[config.mk]
export PLATFORM = sky130hd
export DESIGN_NAME = coo_ram
export DESIGN_NICKNAME = d
export VERILOG_FILES = /design/src/rtl/core/coo_ram.sv
export SDC_FILE = /design/constraint.sdc
export NUM_CORES = 1
export LEC_CHECK = 0
export BUFFER_PORTS_ARGS = -buffer_cell sky130_fd_sc_hd__buf_2
export CORE_MARGIN = 2
export CORE_UTILIZATION = 25
export CTS_BUF_LIST = sky130_fd_sc_hd__clkbuf_2
export DETAILED_ROUTE_END_ITERATION = 8
export MAX_ROUTING_LAYER = met4
export SETUP_SLACK_MARGIN = 0.15
export SYNTH_ARGS = -nofsm -noshare
export SYNTH_HDL_FRONTEND = slang
export SYNTH_SLANG_ARGS = --single-unit
[constraint.sdc]
create_clock -name clk -period 5 [get_ports clk]
set_input_delay 1 -clock clk [delete_from_list [all_inputs] [get_ports clk]]
set_output_delay 1 -clock clk [all_outputs]
set_load 0.02 [all_outputs]
[src/rtl/core/coo_ram.sv]
// Generic single-write, single-read RAM with a registered read port.
`timescale 1ns / 1ps

module coo_ram #(
	parameter int WIDTH = 8,
	parameter int DEPTH = 16
) (
	input  logic                                  clk,
	input  logic                                  we,
	input  logic [((DEPTH > 1) ? $clog2(DEPTH) : 1)-1:0] waddr,
	input  logic [WIDTH-1:0]                      wdata,
	input  logic [((DEPTH > 1) ? $clog2(DEPTH) : 1)-1:0] raddr,
	output logic [WIDTH-1:0]                      rdata
);

	logic [WIDTH-1:0] mem [DEPTH];

	// Write port and registered read port.
	always_ff @(posedge clk) begin
		if (we) begin
			mem[waddr] <= wdata;
		end
		rdata <= mem[raddr];
	end

endmodule

==> metrics.txt <==
# TYPE chip_impl_metric gauge
chip_impl_metric{name="cts_setup_buffers",unit=""} 0
chip_impl_metric{name="hpwl_after_detailed_placement",unit="mm"} 6.53
chip_impl_info{name="most_instantiated_cells_after_synthesis",value="edfxtp_1, mux4_2, a22oi_1"} 1
chip_impl_metric{name="worst_clock_skew",unit="ns"} 0.0297
chip_impl_info{name="clock_tree_root",value="clkbuf_2"} 1
chip_impl_info{name="yosys.cell_count.top_type",value="edfxtp_1"} 1
chip_impl_metric{name="io_pins",unit=""} 26
chip_impl_metric{name="number_of_register_bits_inferred_by_synthesis",unit=""} 136
chip_impl_metric{name="clock_insertion_delay_worst_skew",unit="ns"} 0.65
chip_impl_metric{name="power.density_cell_area",unit="mW/mm2"} 362
chip_impl_metric{name="post_route_antenna_net_violation_count",unit=""} 0
chip_impl_metric{name="ys_warn_count",unit=""} 0
chip_impl_metric{name="clkSlewWorstSetupHoldPaths",unit="ns"} 0.18
chip_impl_metric{name="clock_power_share",unit=""} 0.333
chip_impl_metric{name="synth_cells",unit=""} 229
chip_impl_metric{name="synth_area_per_cell",unit="um2"} 22.5
chip_impl_metric{name="cts_max_level",unit=""} 4
chip_impl_info{name="holdCritPathClass",value="register to register"} 1
chip_impl_metric{name="switching_share",unit=""} 0.213
chip_impl_info{name="netlist_top_cells_area",value="edfxtp_1, mux4_2, mux4_1, dfxtp_1, a22oi_1"} 1
chip_impl_metric{name="standby_leakage_power",unit="uW"} 0.00187
chip_impl_metric{name="timing.final.crit_share",unit=""} 0.457
chip_impl_metric{name="core_area",unit="mm2"} 0.0202
chip_impl_metric{name="synthesis.nets",unit=""} 247
chip_impl_metric{name="dr.first_iter.drc_count",unit=""} 208
chip_impl_metric{name="drv_cap",unit=""} 0
chip_impl_metric{name="die_y",unit="um"} 147
chip_impl_metric{name="tightest_slew",unit="ns"} 1.06
chip_impl_info{name="setup_repair_after_global_routing_missed_its_margin",value="no"} 1
chip_impl_metric{name="synth_top_area_share",unit=""} 0.747
chip_impl_metric{name="antenna_violations_before_repair",unit=""} 0
chip_impl_metric{name="ir_drop",unit="V"} 0.000236
chip_impl_metric{name="postSynth.asyncResetShare",unit=""} 0
chip_impl_metric{name="edff_count_synth",unit=""} 128
chip_impl_metric{name="drc_errors",unit=""} 0
chip_impl_info{name="yosysTopAreaCell",value="edfxtp_1"} 1
chip_impl_metric{name="drt-total-wl",unit="mm"} 10.2
chip_impl_metric{name="synth_sequential_area_ratio",unit=""} 0.778
chip_impl_metric{name="number_of_antenna_repair_diodes",unit=""} 0
chip_impl_metric{name="cts_buffers",unit=""} 17
chip_impl_metric{name="cts.sink_count",unit=""} 136
chip_impl_info{name="criticalPathCategory",value="input pin to register"} 1
chip_impl_metric{name="timing.max_slew.rel_slack",unit=""} 0.290
chip_impl_metric{name="via_per_inst",unit=""} 4.32
chip_impl_metric{name="vias",unit=""} 2370
chip_impl_metric{name="cp_data_arrival_time",unit="ns"} 2.83
chip_impl_metric{name="critical_path_required",unit="ns"} 5.55
chip_impl_metric{name="avgRoutedWirePerCell",unit="um"} 18.6
chip_impl_metric{name="maxClockFrequency",unit="MHz"} 437
chip_impl_metric{name="starting_density_of_the_core",unit=""} 0.254
chip_impl_metric{name="reg2reg_setup_slack",unit="ns"} 3.62
chip_impl_info{name="critPathLaunchType",value="input pin"} 1
chip_impl_metric{name="netlist-cell-type-count",unit=""} 19
chip_impl_metric{name="power.combinational.fraction",unit=""} 0.057
chip_impl_metric{name="grt_pass1_wl",unit="mm"} 15.4
chip_impl_metric{name="nNetsFinal",unit=""} 283
chip_impl_metric{name="holdBufCountCts",unit=""} 0
chip_impl_info{name="end_kind",value="register"} 1
chip_impl_metric{name="vias_in_the_first_global_route",unit=""} 2457
chip_impl_metric{name="finalHoldViolations",unit=""} 0
chip_impl_metric{name="fin_setup_tns",unit="ns"} 0
chip_impl_metric{name="power_switching",unit="uW"} 449
chip_impl_metric{name="fillers",unit=""} 1980
chip_impl_metric{name="grt_start_max_net_pins",unit=""} 33
chip_impl_metric{name="fin_total_pwr",unit="uW"} 2100
chip_impl_metric{name="die-area",unit="mm2"} 0.0218
chip_impl_metric{name="seq_power_share",unit=""} 0.610
chip_impl_metric{name="setup-violations-final",unit=""} 0
chip_impl_metric{name="floorplan.die.width",unit="um"} 147
chip_impl_info{name="tritoncts_clock_tree",value="done"} 1
chip_impl_metric{name="clock_path_buffers",unit=""} 2
chip_impl_metric{name="gpl.final_weighted_congestion",unit=""} 0.731
chip_impl_metric{name="grt.overflow.total",unit=""} 0
chip_impl_metric{name="port_buffers",unit=""} 25
chip_impl_metric{name="timing_max_transition_violations_final",unit=""} 0
chip_impl_metric{name="groute.usage.overall",unit=""} 0.102
chip_impl_info{name="postSynth.topFlopCell",value="edfxtp_1"} 1
chip_impl_metric{name="synth.cell_area",unit="mm2"} 0.00515
chip_impl_metric{name="rows",unit=""} 52
chip_impl_metric{name="critPathMaxFanout",unit=""} 32
chip_impl_metric{name="post_route_cells_drive_above_1_share",unit=""} 0.281
chip_impl_metric{name="power.internal",unit="uW"} 1650
chip_impl_metric{name="drtPass1Iterations",unit=""} 4
chip_impl_metric{name="period_needed",unit="ns"} 2.29
chip_impl_metric{name="layout-area-overhead-vs-synth",unit="%"} 12.9
chip_impl_info{name="result_of_the_run",value="finished clean"} 1
chip_impl_metric{name="ctsResizeCount",unit=""} 0
## path summary, 6_finish.rpt
| path | start | endpoint | cells after the start |
|---|---|---|---|
| worst min register to register | mem[13][6] | rdata[6] | 3 |
| worst min-delay path | mem[13][6] | rdata[6] | 3 |
| worst max register to register | mem[3][6] | rdata[6] | 3 |
| worst max-delay path | raddr[0] | rdata[6] | 4 |
## power by group through the flow
stage / sequential [uW] / clock (uW) / combinational [uW]
3_3_place_gp: 1310 / 0 / 118
4_1_cts: 1280 / 717 / 122
2_1_floorplan: 1310 / 0 / 64.7
6_report: 1280 / 700 / 119
3_5_place_dp: 1310 / 0 / 122
5_1_grt: 1280 / 764 / 130
## metal layers
metal / track usage / share of wire / up-vias
li1: - / - / 1049
met1: 0.135 / 0.46 / 1241
met2: 0.155 / 0.48 / 72
met3: 0.0290 / 0.060 / 8
met4: 0.0303 / 0.0057 / 0
met5: - / 0 / -
## logic make-up (layout without fill, tap and decap cells)
kind of cell | count (synthesis) | after routing | share of synthesized area
buf+inv | 10 | 59 | 0.0168
flops | 136 | 136 | 0.778
compound gates | 16 | 16 | 0.0233
mux | 32 | 32 | 0.150
simple gates | 35 | 35 | 0.0318
## stage by stage
step	worst slack, ns	area, um2	utilization	hold slack [ns]	std cells
after CTS	2.68	5810	0.287	0.641	548
after detailed placement	1.98	5550	0.274	0.671	516
after floorplan	2.51	5150	-	0.629	229
after global placement	1.85	5540	0.274	0.665	515
final	2.71	5810	0.287	0.684	548
after global routing	2.62	5810	0.287	0.614	548
## final cells by class
| class | instances | area (um2) | area share |
|---|---|---|---|
| timing repair buffer | 27 | 140 | 0.0241 |
| clock inverter | 10 | 151 | 0.0261 |
| multi-input combinational | 83 | 1070 | 0.184 |
| sequential | 136 | 4000 | 0.689 |
| tap | 270 | 338 | 0.0581 |
| clock buffer | 22 | 110 | 0.0189 |
## registers in the layout, indices dropped and copies added (netlist names)
signal  count
rdata       8
mem       128
## critical path, stage by stage
cell and delay, ns:
buf_2 0.79, mux4_2 0.60, a22oi_1 0.33, nand2_1 0.09
## cell usage in the layout, fill, tap and decap left out, types with 3 or more instances in the layout
cell type / n
mux4_2: 18
edfxtp_1: 128
a22oi_1: 16
dfxtp_1: 8
nor2_1: 13
clkbuf_2: 22
buf_2: 25
mux4_1: 14
bufinv_16: 4
nand2_1: 9
clkinv_2: 3
Note: power is estimated with default switching activity, not from simulation.
